==> src/rtl/core/fst_pkg.sv <==
`timescale 1ns / 1ps
// ----------------------------------------------------------------------------
// fst_pkg
// Shared types, constants and tables for the frame sequence tracker: the
// verdict codes, the counter record, the pipeline stage records and the
// residue table used for the whole-millisecond test.
// ----------------------------------------------------------------------------
package fst_pkg;

  localparam int SEQ_W  = 64;
  localparam int TIME_W = 64;
  localparam int CNT_W  = 32;

  localparam logic [CNT_W-1:0] CNT_MAX = '1;

  // One millisecond in ns splits into 2^6 and an odd factor of 15625
  localparam int MS_NS        = 1000000;
  localparam int MS_POW2_BITS = 6;
  localparam int MS_ODD       = MS_NS / (1 << MS_POW2_BITS);
  localparam int RES_W        = $clog2(MS_ODD);

  // Odd part of the magnitude is taken apart in byte-wide chunks
  localparam int CHUNK_W    = 8;
  localparam int N_CHUNKS   = 8;
  localparam int N_PAIRS    = N_CHUNKS / 2;
  localparam int CHUNK_VALS = 1 << CHUNK_W;
  localparam int ODD_EXT_W  = N_CHUNKS * CHUNK_W;
  localparam int PAIR_W     = RES_W + 1;
  localparam int SUM_W      = RES_W + 3;
  localparam int N_MULT     = 1 << (SUM_W - RES_W);

  typedef enum logic [1:0] {
    VERDICT_DELIVERED  = 2'd0,
    VERDICT_MALFORMED  = 2'd1,
    VERDICT_UNVERIFIED = 2'd2,
    VERDICT_STALE      = 2'd3
  } verdict_t;

  typedef logic [N_CHUNKS-1:0][CHUNK_VALS-1:0][RES_W-1:0] mod_tab_t;

  typedef struct packed {
    logic [CNT_W-1:0] delivered;
    logic [CNT_W-1:0] stale;
    logic [CNT_W-1:0] malformed;
    logic [CNT_W-1:0] unverified;
    logic [CNT_W-1:0] resets;
    logic [CNT_W-1:0] gaps;
  } cnt_t;

  // Classified item, after the sequence check
  typedef struct packed {
    verdict_t          verdict;
    logic              session_start;
    logic              is_reset;
    logic [SEQ_W-1:0]  missing;
    logic              backward;
    logic [TIME_W-1:0] mag;
  } cls_t;

  // Item with partial residues and updated totals
  typedef struct packed {
    verdict_t                       verdict;
    logic                           session_start;
    logic                           is_reset;
    logic [SEQ_W-1:0]               missing;
    logic                           backward;
    logic                           low_zero;
    logic [N_PAIRS-1:0][PAIR_W-1:0] part;
    cnt_t                           cnt;
  } res_stage_t;

  // Finished result
  typedef struct packed {
    verdict_t         verdict;
    logic             session_start;
    logic             is_reset;
    logic [SEQ_W-1:0] missing;
    logic             not_whole_ms;
    logic             backward;
    cnt_t             cnt;
  } result_t;

  // Entry [c][v] holds (v * 256^c) mod MS_ODD
  function automatic mod_tab_t build_mod_tab();
    mod_tab_t tab;
    int       weight;
    tab    = '0;
    weight = 1;
    for (int c = 0; c < N_CHUNKS; c++) begin
      for (int v = 0; v < CHUNK_VALS; v++) begin
        tab[c][v] = RES_W'((v * weight) % MS_ODD);
      end
      weight = (weight * CHUNK_VALS) % MS_ODD;
    end
    return tab;
  endfunction

  localparam mod_tab_t MOD_TAB = build_mod_tab();

  // Saturating increment
  function automatic logic [CNT_W-1:0] sat_inc(input logic [CNT_W-1:0] a);
    return (a == CNT_MAX) ? a : a + CNT_W'(1);
  endfunction

  // Saturating add of a wide amount into a total
  function automatic logic [CNT_W-1:0] sat_add(input logic [CNT_W-1:0] a,
                                               input logic [SEQ_W-1:0] b);
    logic over;
    over = (b[SEQ_W-1:CNT_W] != '0) || (b[CNT_W-1:0] >= ~a);
    return over ? CNT_MAX : a + b[CNT_W-1:0];
  endfunction

endpackage

==> src/rtl/core/frame_sequence_tracker_core.sv <==
`timescale 1ns / 1ps
// Each accepted item passes in order through the input register and the
// classify, residue and result stages. Throughput: one item per cycle while
// result_stall is low; each stage holds one item and moves on independently.
// Reset (synchronous): closes the session, zeroes stored sequence, time and
// all totals, and empties every stage.
// ----------------------------------------------------------------------------
// frame_sequence_tracker_core
// Classifies parsed frame headers as delivered, malformed, unverified or
// stale, tracks sequence gaps and resets, flags timing anomalies and keeps
// saturating totals.
// ----------------------------------------------------------------------------
module frame_sequence_tracker_core
  import fst_pkg::*;
(
  input  logic                     clk,
  input  logic                     rst,
  input  logic                     frame_valid,
  output logic                     frame_stall,
  input  logic                     frame_ok,
  input  logic                     payload_ok,
  input  logic [SEQ_W-1:0]         seq,
  input  logic signed [TIME_W-1:0] sample_time_ns,
  output logic                     result_valid,
  input  logic                     result_stall,
  output logic [1:0]               verdict,
  output logic                     session_start,
  output logic                     is_reset,
  output logic [SEQ_W-1:0]         missing_frames,
  output logic                     not_whole_ms,
  output logic                     time_backward,
  output logic [CNT_W-1:0]         delivered_count,
  output logic [CNT_W-1:0]         stale_count,
  output logic [CNT_W-1:0]         malformed_count,
  output logic [CNT_W-1:0]         unverified_count,
  output logic [CNT_W-1:0]         reset_count,
  output logic [CNT_W-1:0]         gap_total
);

  // Stage valids and load enables
  logic s1_valid, s2_valid, s3_valid;
  logic ld1, ld2, ld3, ld_out;

  // Input register
  logic                     f_frame_ok;
  logic                     f_payload_ok;
  logic [SEQ_W-1:0]         f_seq;
  logic signed [TIME_W-1:0] f_time;

  // Session state
  logic                     have_session;
  logic [SEQ_W-1:0]         last_sequence;
  logic signed [TIME_W-1:0] last_time;
  cnt_t                     cnt;
  cnt_t                     cnt_next;

  cls_t       s2, s2_next;
  res_stage_t s3, s3_next;
  result_t    res, res_next;

  logic [SEQ_W-1:0]     seq_expect;
  logic [ODD_EXT_W-1:0] odd_ext;
  logic [SUM_W-1:0]     res_sum;
  logic                 is_multiple;

  // Each stage takes a new item when empty or when its item moves on
  assign ld_out      = !result_valid || !result_stall;
  assign ld3         = !s3_valid || ld_out;
  assign ld2         = !s2_valid || ld3;
  assign ld1         = !s1_valid || ld2;
  assign frame_stall = !ld1;

  // Classify against the stored session
  assign seq_expect = last_sequence + SEQ_W'(1);

  always_comb begin
    s2_next               = '0;
    s2_next.mag           = f_time[TIME_W-1] ? TIME_W'(-f_time) : TIME_W'(f_time);
    s2_next.verdict       = VERDICT_DELIVERED;
    if (!f_frame_ok) begin
      s2_next.verdict = VERDICT_MALFORMED;
    end else if (!f_payload_ok) begin
      s2_next.verdict = VERDICT_UNVERIFIED;
    end else if (!have_session) begin
      s2_next.session_start = 1'b1;
    end else if (f_seq == seq_expect) begin
      s2_next.session_start = 1'b0;
    end else if (f_seq == '0 && last_sequence != '0) begin
      s2_next.session_start = 1'b1;
      s2_next.is_reset      = 1'b1;
    end else if (f_seq > seq_expect) begin
      s2_next.missing = f_seq - seq_expect;
    end else begin
      s2_next.verdict = VERDICT_STALE;
    end
    s2_next.backward = (s2_next.verdict == VERDICT_DELIVERED) &&
                       !s2_next.session_start && (f_time < last_time);
  end

  // Update totals and look up residues of the odd part of the magnitude
  assign odd_ext = ODD_EXT_W'(s2.mag[TIME_W-1:MS_POW2_BITS]);

  always_comb begin
    cnt_next = cnt;
    case (s2.verdict)
      VERDICT_DELIVERED:  cnt_next.delivered  = sat_inc(cnt.delivered);
      VERDICT_MALFORMED:  cnt_next.malformed  = sat_inc(cnt.malformed);
      VERDICT_UNVERIFIED: cnt_next.unverified = sat_inc(cnt.unverified);
      VERDICT_STALE:      cnt_next.stale      = sat_inc(cnt.stale);
      default:            cnt_next.stale      = cnt.stale;
    endcase
    if (s2.is_reset) begin
      cnt_next.resets = sat_inc(cnt.resets);
    end
    cnt_next.gaps = sat_add(cnt.gaps, s2.missing);
  end

  always_comb begin
    s3_next               = '0;
    s3_next.verdict       = s2.verdict;
    s3_next.session_start = s2.session_start;
    s3_next.is_reset      = s2.is_reset;
    s3_next.missing       = s2.missing;
    s3_next.backward      = s2.backward;
    s3_next.low_zero      = (s2.mag[MS_POW2_BITS-1:0] == '0);
    s3_next.cnt           = cnt_next;
    for (int p = 0; p < N_PAIRS; p++) begin
      s3_next.part[p] =
        PAIR_W'(MOD_TAB[2*p][odd_ext[2*p*CHUNK_W +: CHUNK_W]]) +
        PAIR_W'(MOD_TAB[2*p+1][odd_ext[(2*p+1)*CHUNK_W +: CHUNK_W]]);
    end
  end

  // Fold the partial residues and test for a multiple of the odd factor
  always_comb begin
    res_sum = '0;
    for (int p = 0; p < N_PAIRS; p++) begin
      res_sum = res_sum + SUM_W'(s3.part[p]);
    end
    is_multiple = 1'b0;
    for (int k = 0; k < N_MULT; k++) begin
      if (res_sum == SUM_W'(k * MS_ODD)) begin
        is_multiple = 1'b1;
      end
    end
  end

  always_comb begin
    res_next               = '0;
    res_next.verdict       = s3.verdict;
    res_next.session_start = s3.session_start;
    res_next.is_reset      = s3.is_reset;
    res_next.missing       = s3.missing;
    res_next.backward      = s3.backward;
    res_next.not_whole_ms  = (s3.verdict == VERDICT_DELIVERED) &&
                             !(s3.low_zero && is_multiple);
    res_next.cnt           = s3.cnt;
  end

  // Stage valids
  always_ff @(posedge clk) begin
    if (rst) begin
      s1_valid     <= 1'b0;
      s2_valid     <= 1'b0;
      s3_valid     <= 1'b0;
      result_valid <= 1'b0;
    end else begin
      if (ld1)    s1_valid     <= frame_valid;
      if (ld2)    s2_valid     <= s1_valid;
      if (ld3)    s3_valid     <= s2_valid;
      if (ld_out) result_valid <= s3_valid;
    end
  end

  // Commit session state when a delivered item leaves the input register
  always_ff @(posedge clk) begin
    if (rst) begin
      have_session  <= 1'b0;
      last_sequence <= '0;
      last_time     <= '0;
    end else if (s1_valid && ld2 && s2_next.verdict == VERDICT_DELIVERED) begin
      have_session  <= 1'b1;
      last_sequence <= f_seq;
      last_time     <= f_time;
    end
  end

  // Commit totals when an item leaves the classify stage
  always_ff @(posedge clk) begin
    if (rst) begin
      cnt <= '0;
    end else if (s2_valid && ld3) begin
      cnt <= cnt_next;
    end
  end

  // Payload registers
  always_ff @(posedge clk) begin
    if (ld1) begin
      f_frame_ok   <= frame_ok;
      f_payload_ok <= payload_ok;
      f_seq        <= seq;
      f_time       <= sample_time_ns;
    end
    if (ld2)    s2  <= s2_next;
    if (ld3)    s3  <= s3_next;
    if (ld_out) res <= res_next;
  end

  assign verdict          = res.verdict;
  assign session_start    = res.session_start;
  assign is_reset         = res.is_reset;
  assign missing_frames   = res.missing;
  assign not_whole_ms     = res.not_whole_ms;
  assign time_backward    = res.backward;
  assign delivered_count  = res.cnt.delivered;
  assign stale_count      = res.cnt.stale;
  assign malformed_count  = res.cnt.malformed;
  assign unverified_count = res.cnt.unverified;
  assign reset_count      = res.cnt.resets;
  assign gap_total        = res.cnt.gaps;

`ifndef SYNTHESIS
  // Dropped items carry no event flags
  a_drop_clean: assert property (@(posedge clk) disable iff (rst)
    result_valid && res.verdict != VERDICT_DELIVERED |->
      !session_start && !is_reset && missing_frames == '0 &&
      !not_whole_ms && !time_backward)
    else $error("dropped item carries event flags");

  // A sequence reset always opens a session
  a_reset_opens: assert property (@(posedge clk) disable iff (rst)
    result_valid && is_reset |-> session_start)
    else $error("sequence reset without session start");

  // The delivered and gap totals never go backwards
  a_cnt_monotonic: assert property (@(posedge clk) disable iff (rst)
    1'b1 |=> cnt.delivered >= $past(cnt.delivered) &&
             cnt.gaps >= $past(cnt.gaps))
    else $error("total decreased");

  // Only delivered items move the stored sequence
  a_drop_no_commit: assert property (@(posedge clk) disable iff (rst)
    s1_valid && ld2 && s2_next.verdict != VERDICT_DELIVERED |=>
      $stable(last_sequence) && $stable(last_time))
    else $error("dropped item changed session state");
`endif

endmodule

==> config.mk <==
export PLATFORM = sky130hd
export DESIGN_NAME = frame_sequence_tracker_core
export DESIGN_NICKNAME = d
export VERILOG_FILES = /design/src/rtl/core/fst_pkg.sv /design/src/rtl/core/frame_sequence_tracker_core.sv
export SDC_FILE = /design/constraint.sdc
export NUM_CORES = 2
export LEC_CHECK = 0
export ABC_AREA = 0
export BUFFER_PORTS_ARGS = -buffer_cell sky130_fd_sc_hd__buf_2
export CAP_MARGIN = 30
export CORE_MARGIN = 2
export CORE_UTILIZATION = 45
export DETAILED_ROUTE_END_ITERATION = 7
export GPL_ROUTABILITY_DRIVEN = 0
export PLACE_DENSITY_LB_ADDON = 0.1
export SLEW_MARGIN = 0
export SYNTH_ARGS = -nofsm -noshare
export SYNTH_HDL_FRONTEND = slang
export SYNTH_SLANG_ARGS = --single-unit
==> constraint.sdc <==
create_clock -name clk -period 15.4 [get_ports clk]
set_input_delay 3.08 -clock clk [delete_from_list [all_inputs] [get_ports clk]]
set_output_delay 3.08 -clock clk [all_outputs]
set_load 0.05 [all_outputs]
Word-level counts from Yosys, hierarchy flattened
Memory sizes are Yosys's and may differ from the RTL's. A register that Yosys moved wholly into a read port is not among the register bits.
Index checks and enable logic that the tools add are counted.

word-level totals
  input bits = 134
  memories kept = 7
  bits in read-only memories = 25088
  flip-flop bits (word level) = 1172
  logic and storage cells = 189

operators by class
  $add $sub $neg = 16
  bitwise operators = 5
  muxes and demuxes = 51
  order comparisons = 11
  reduce and logical (&&, ||, !) cells = 31
  equal/unequal tests = 16

memory list
  name              words  bits a word  rd ports  clocked after Yosys merged registers in  write ports  line                                RTL
  (name not given)  256    14           1         1                                        0            frame_sequence_tracker_core.sv:129  PAIR_W'(MOD_TAB[2*p][odd_ext[2*p*CHUNK_W +: CHUNK_W]]) +
  (name not given)  256    14           1         1                                        0            frame_sequence_tracker_core.sv:130  PAIR_W'(MOD_TAB[2*p+1][odd_ext[(2*p+1)*CHUNK_W +: CHUNK_W]]);
  (name not given)  256    14           1         1                                        0            frame_sequence_tracker_core.sv:129
  (name not given)  256    14           1         1                                        0            frame_sequence_tracker_core.sv:130
  (name not given)  256    14           1         1                                        0            frame_sequence_tracker_core.sv:129
  (name not given)  256    14           1         1                                        0            frame_sequence_tracker_core.sv:130
  +1 memories       --     --           --        --                                       --           --

operators with widths
  cell                     number
  $mux W32                 11
  $add A32 B1 Y32 const B  5
  $eq A32 B32 Y1 const B   5
  $mux W66                 2
  $mux W65                 2
  $mux W64                 2
  $mux W14                 8
  $add A64 B1 Y64 const B  1
  $eq A64 B64 Y1           1
  $gt A64 B64 Y1           1
  $logic_not A64 Y1        1
  $lt A64 B64 Y1           1
  $neg A64 Y64             1
  $reduce_bool A64 Y1      1
  $sub A64 B64 Y64         1
  $lt A8 B9 Y1 const B     7
  $mux W63                 1
  $add A14 B14 Y15         4
  $mux W8                  7
  $eq A17 B17 Y1 const B   3
  $eq A17 B16 Y1 const B   2
  $add A32 B32 Y32         1
  $ge A32 B32 Y1           1
  $not A32 Y32             1
  21 further kinds         60

Depth between registers and ports, before layout
  depth after elaboration = 15
  depth in mapped cells = 28
  gate-level depth less buffers = 23

Least setup slack after synthesis
OpenSTA, ideal clock, no wires.

  path kind = input-to-reg
  from = input result_stall
  to = register cnt[92] (netlist bit)
  arrival time = 14.077 ns
  library setup time = 0.128 ns
  stages = 8
  buffers on the path = 3
  path slack = 1.195 ns
  cell sequence = nand3_1 > and2_1 > clkbuf_1 > clkbuf_1 > buf_1 > nand3_1 > xor2_1 > nor2_1

on the way
  word-level cells in the longest chain between the ends = 4

ends and longest elaborated chain
  item                  line                                RTL
  start, declared       frame_sequence_tracker_core.sv:25   input logic result_stall,
  $logic_not A1 Y1      frame_sequence_tracker_core.sv:67   assign ld_out = !result_valid || !result_stall;
  $logic_or A1 B1 Y1    frame_sequence_tracker_core.sv:67
  $logic_or A1 B1 Y1    frame_sequence_tracker_core.sv:68   assign ld3 = !s3_valid || ld_out;
  $logic_and A1 B1 Y1   frame_sequence_tracker_core.sv:192  end else if (s2_valid && ld3) begin
  end signal, assigned  frame_sequence_tracker_core.sv:193  cnt <= cnt_next;
  end, declared         frame_sequence_tracker_core.sv:54   cnt_t cnt;

No other way between the ends.
A chain may end at the register's enable or synchronous reset.

Worst setup path after layout
  from = input result_stall
  to = output frame_stall

on the way
  word-level cells in the longest chain between the ends = 6

ends and longest elaborated chain
  item                line                               RTL
  $logic_not A1 Y1    frame_sequence_tracker_core.sv:67
  $logic_or A1 B1 Y1  frame_sequence_tracker_core.sv:67
  $logic_or A1 B1 Y1  frame_sequence_tracker_core.sv:68
  $logic_or A1 B1 Y1  frame_sequence_tracker_core.sv:69  assign ld2 = !s2_valid || ld3;
  $logic_or A1 B1 Y1  frame_sequence_tracker_core.sv:70  assign ld1 = !s1_valid || ld2;
  $logic_not A1 Y1    frame_sequence_tracker_core.sv:71  assign frame_stall = !ld1;
  end, declared       frame_sequence_tracker_core.sv:19  output logic frame_stall,

No other way between the ends.

==> results_dict.tcl <==
set metrics [dict create \
    grt_max_degree 172 \
    vias_per_cell 6.32 \
    hold_path_startpoint "res_next[127]" \
    crit_cells 5 \
    ctsResizeCount 0 \
    syn_area_um2 79100 \
    slew_viol_final 0 \
    netlist-cell-type-count 115 \
    multi_input_area_um2 41900 \
    clockRootBuffer "clkbuf_16" \
    fin_cells 11200 \
    reg2regPathDepth 23 \
    timing.reg2reg.setup_slack_ns 7.97 \
    yosysWarnings 0 \
    max_slew_margin 0.227 \
    setup_tns_ns 0 \
    hold_violations 0 \
    numCtsBuffers 140 \
    cp-end-kind "output pin" \
    fillers 16300 \
    status "finished with violations" \
    ant_nets 0 \
    drcViolationCount 1 \
    async_flop_share 0 \
    place_inst 10900 \
    rr_endpoint "last_sequence[1]" \
    coreArea_um2 174000 \
    areaGrowthSynthToFinish_pct 10.3 \
    rows 153 \
    peakVddDrop_uv 241 \
    pwr_density_cell_nw_per_um2 132 \
    synthXorXnorAreaFrac 0.0605 \
    worst_ep_required_time_ns 12.32 \
    htree_levels 4 \
    worst_skew_pair.late_latency_ns 0.81 \
    antenna_found_initial 4 \
    fin_total_pwr_mw 11.5 \
    cap_violations 0 \
    postCtsSetupBuffers 0 \
    grt_usage 0.281 \
    cts.sinks 1262 \
    ys_seq_elements 1262 \
    crit_fanout 45 \
    port_buffers 397 \
    power.leakage_nw 33.7 \
    dr.pass1.iters 8 \
    synth-edff-count 847 \
    setup_slack_ns 7.37 \
    fin_crit_sh 0.522 \
    clkTransAtPathRegs_ns 0.06 \
    synth.mux.area_fraction 0.0233 \
    die_w_um 423 \
    rsz0062_at_grt "false" \
    post_drt_wl_per_cell_um 23.6 \
    cpPeakStageDelay_ns 0.67 \
    rr_startpoint "last_sequence[9]" \
    max_freq_mhz 124 \
    die_area_um2 179000 \
    grt_overflow 0 \
    fin_nets 9232 \
    start_util 0.454 \
    ys_seq_area_frac 0.426 \
    ctsHoldBuffers 0 \
    synth_top_family_by_area "compound AO/OA/AOI/OAI gates" \
    grt_pass1_vias 65500 \
    synth_fa_ha_area_frac 0.0605 \
    die_h_um 423 \
    syn_area_per_cell_um2 9.08 \
    finClkSkew_ns 0.0467 \
    min_period_ns 8.03 \
    final_cell_mix "nor2_1, edfxtp_1, nand2_1" \
    violations "DRC" \
    path_buf_inv 3 \
    yosys.area_share.simple 0.183 \
    dp_hpwl_um 182000 \
    clock_path_buffers 3 \
    seqCellArea_um2 33700 \
    critPathLaunch "result_stall" \
    vias 70700 \
    final_common_cell "nor2_1" \
    worstSetupPathType "in -> out" \
    drive_above_1_share 0.103 \
    worstPathArrival_ns 4.95 \
    hold_class "reg -> reg" \
    tritoncts "yes" \
    worstPathCellList "buf_2, and4_4, nand2_4, inv_1, buf_2" \
    worst_pin_slew_ns 1.15 \
    crit_path_frequent_cell "buf_2" \
    start_kind "input pin" \
    cp_top_family "simple AND/OR/NAND/NOR gates" \
    grt_pass1_wl_um 398000 \
    cp_slowest_cell "and4_4" \
    crit_end "frame_stall" \
    drtIter0Drc 10900 \
    synth-compound-area-share 0.200 \
    synth.net_count 9207 \
    finalWirelength_um 264000 \
    io_pins 398 \
    finalSetupViolCount 0 \
    synth_ff_type "edfxtp_1" \
    synth_cells 8713 \
    place_ws_ns 7.35 \
]
==> final cells by class <==
type | instances | area share
multi-input cells | 6580 | 0.480
flip-flops and latches | 1262 | 0.386
clock buffers | 181 | 0.0433
repair buffers | 524 | 0.0346
well taps | 2325 | 0.0333
clock inverters | 80 | 0.0121
inverters | 230 | 0.0100
diodes | 3 | 0.0000860
==> per-stage QoR <==
stage | utilization | area [um^2] | hold slack, ns
after global placement | 0.472 | 82300 | 0.400
after floorplan | - | 79100 | 0.400
after detailed placement | 0.473 | 82500 | 0.405
after CTS | 0.501 | 87300 | 0.396
final | 0.501 | 87300 | 0.396
after global routing | 0.501 | 87300 | 0.405
==> synth_stat cells, drive strengths merged (114+ instances only) <==
master / n / area, um^2
nor2: 990 / 3760
nand2: 856 / 3230
edfxtp: 847 / 25400
a21oi: 587 / 2940
o21ai: 550 / 2760
dfxtp: 415 / 8310
clkbuf: 386 / 1450
nand3: 326 / 1640
ha: 324 / 4050
xnor2: 294 / 2580
nor3: 281 / 1480
buf: 255 / 1360
xor2: 252 / 2210
inv: 227 / 855
mux2i: 164 / 1660
a211oi: 133 / 1010
a31oi: 127 / 801
o211ai: 121 / 913
a21o: 114 / 856
==> worst min path at each step <==
stage | slack (ns) | endpoint | cells after the start
6_report | 0.40 | malformed_count[31] | 0
5_1_grt | 0.41 | malformed_count[31] | 0
4_1_cts | 0.40 | malformed_count[31] | 0
3_5_place_dp | 0.40 | delivered_count[18] | 0
3_3_place_gp | 0.40 | gap_total[21] | 0
2_1_floorplan | 0.40 | delivered_count[0] | 0
==> flip-flops by register name, indices dropped and copies added (netlist names), 2 cells and up, named ones only <==
name and flops:
stale_count 32, missing_frames 64, unverified_count 32, gap_total 32, malformed_count 32, f_time 64
odd_ext 58, s3 61, verdict 2, reset_count 32, delivered_count 32, last_time 64
res_next 261, last_sequence 64, cnt 192, s2 75, f_seq 64
==> per-layer routing <==
layer  vias up  GRT usage  wire length, um
met4         0      0.128            13800
met3       947     0.0690            27700
met5         -          0                0
met2      4214      0.422           114000
li1      32400          -                -
met1     33100      0.382           108000
==> cell families (layout without fill, tap and decap cells) <==
kind of cell             after synthesis  after routing
multiplexers                         180            180
AND/OR/NAND/NOR                     3097           3097
flip-flops                          1262           1262
AO/OA/AOI/OAI                       2396           2396
buffers and inverters                871           1015
XOR/XNOR                             546            546
adder cells (fa/ha/maj)              361            361
other                                  0              3
==> where the power goes <==
group | internal, mW | switching, mW | leakage (nW)
Combinational | 1.41 | 2.51 | 18.1
Clock | 2.01 | 1.48 | 2.32
Sequential | 3.89 | 0.239 | 13.3
Total | 7.32 | 4.22 | 33.7
Power figures use the tool's default switching activity.
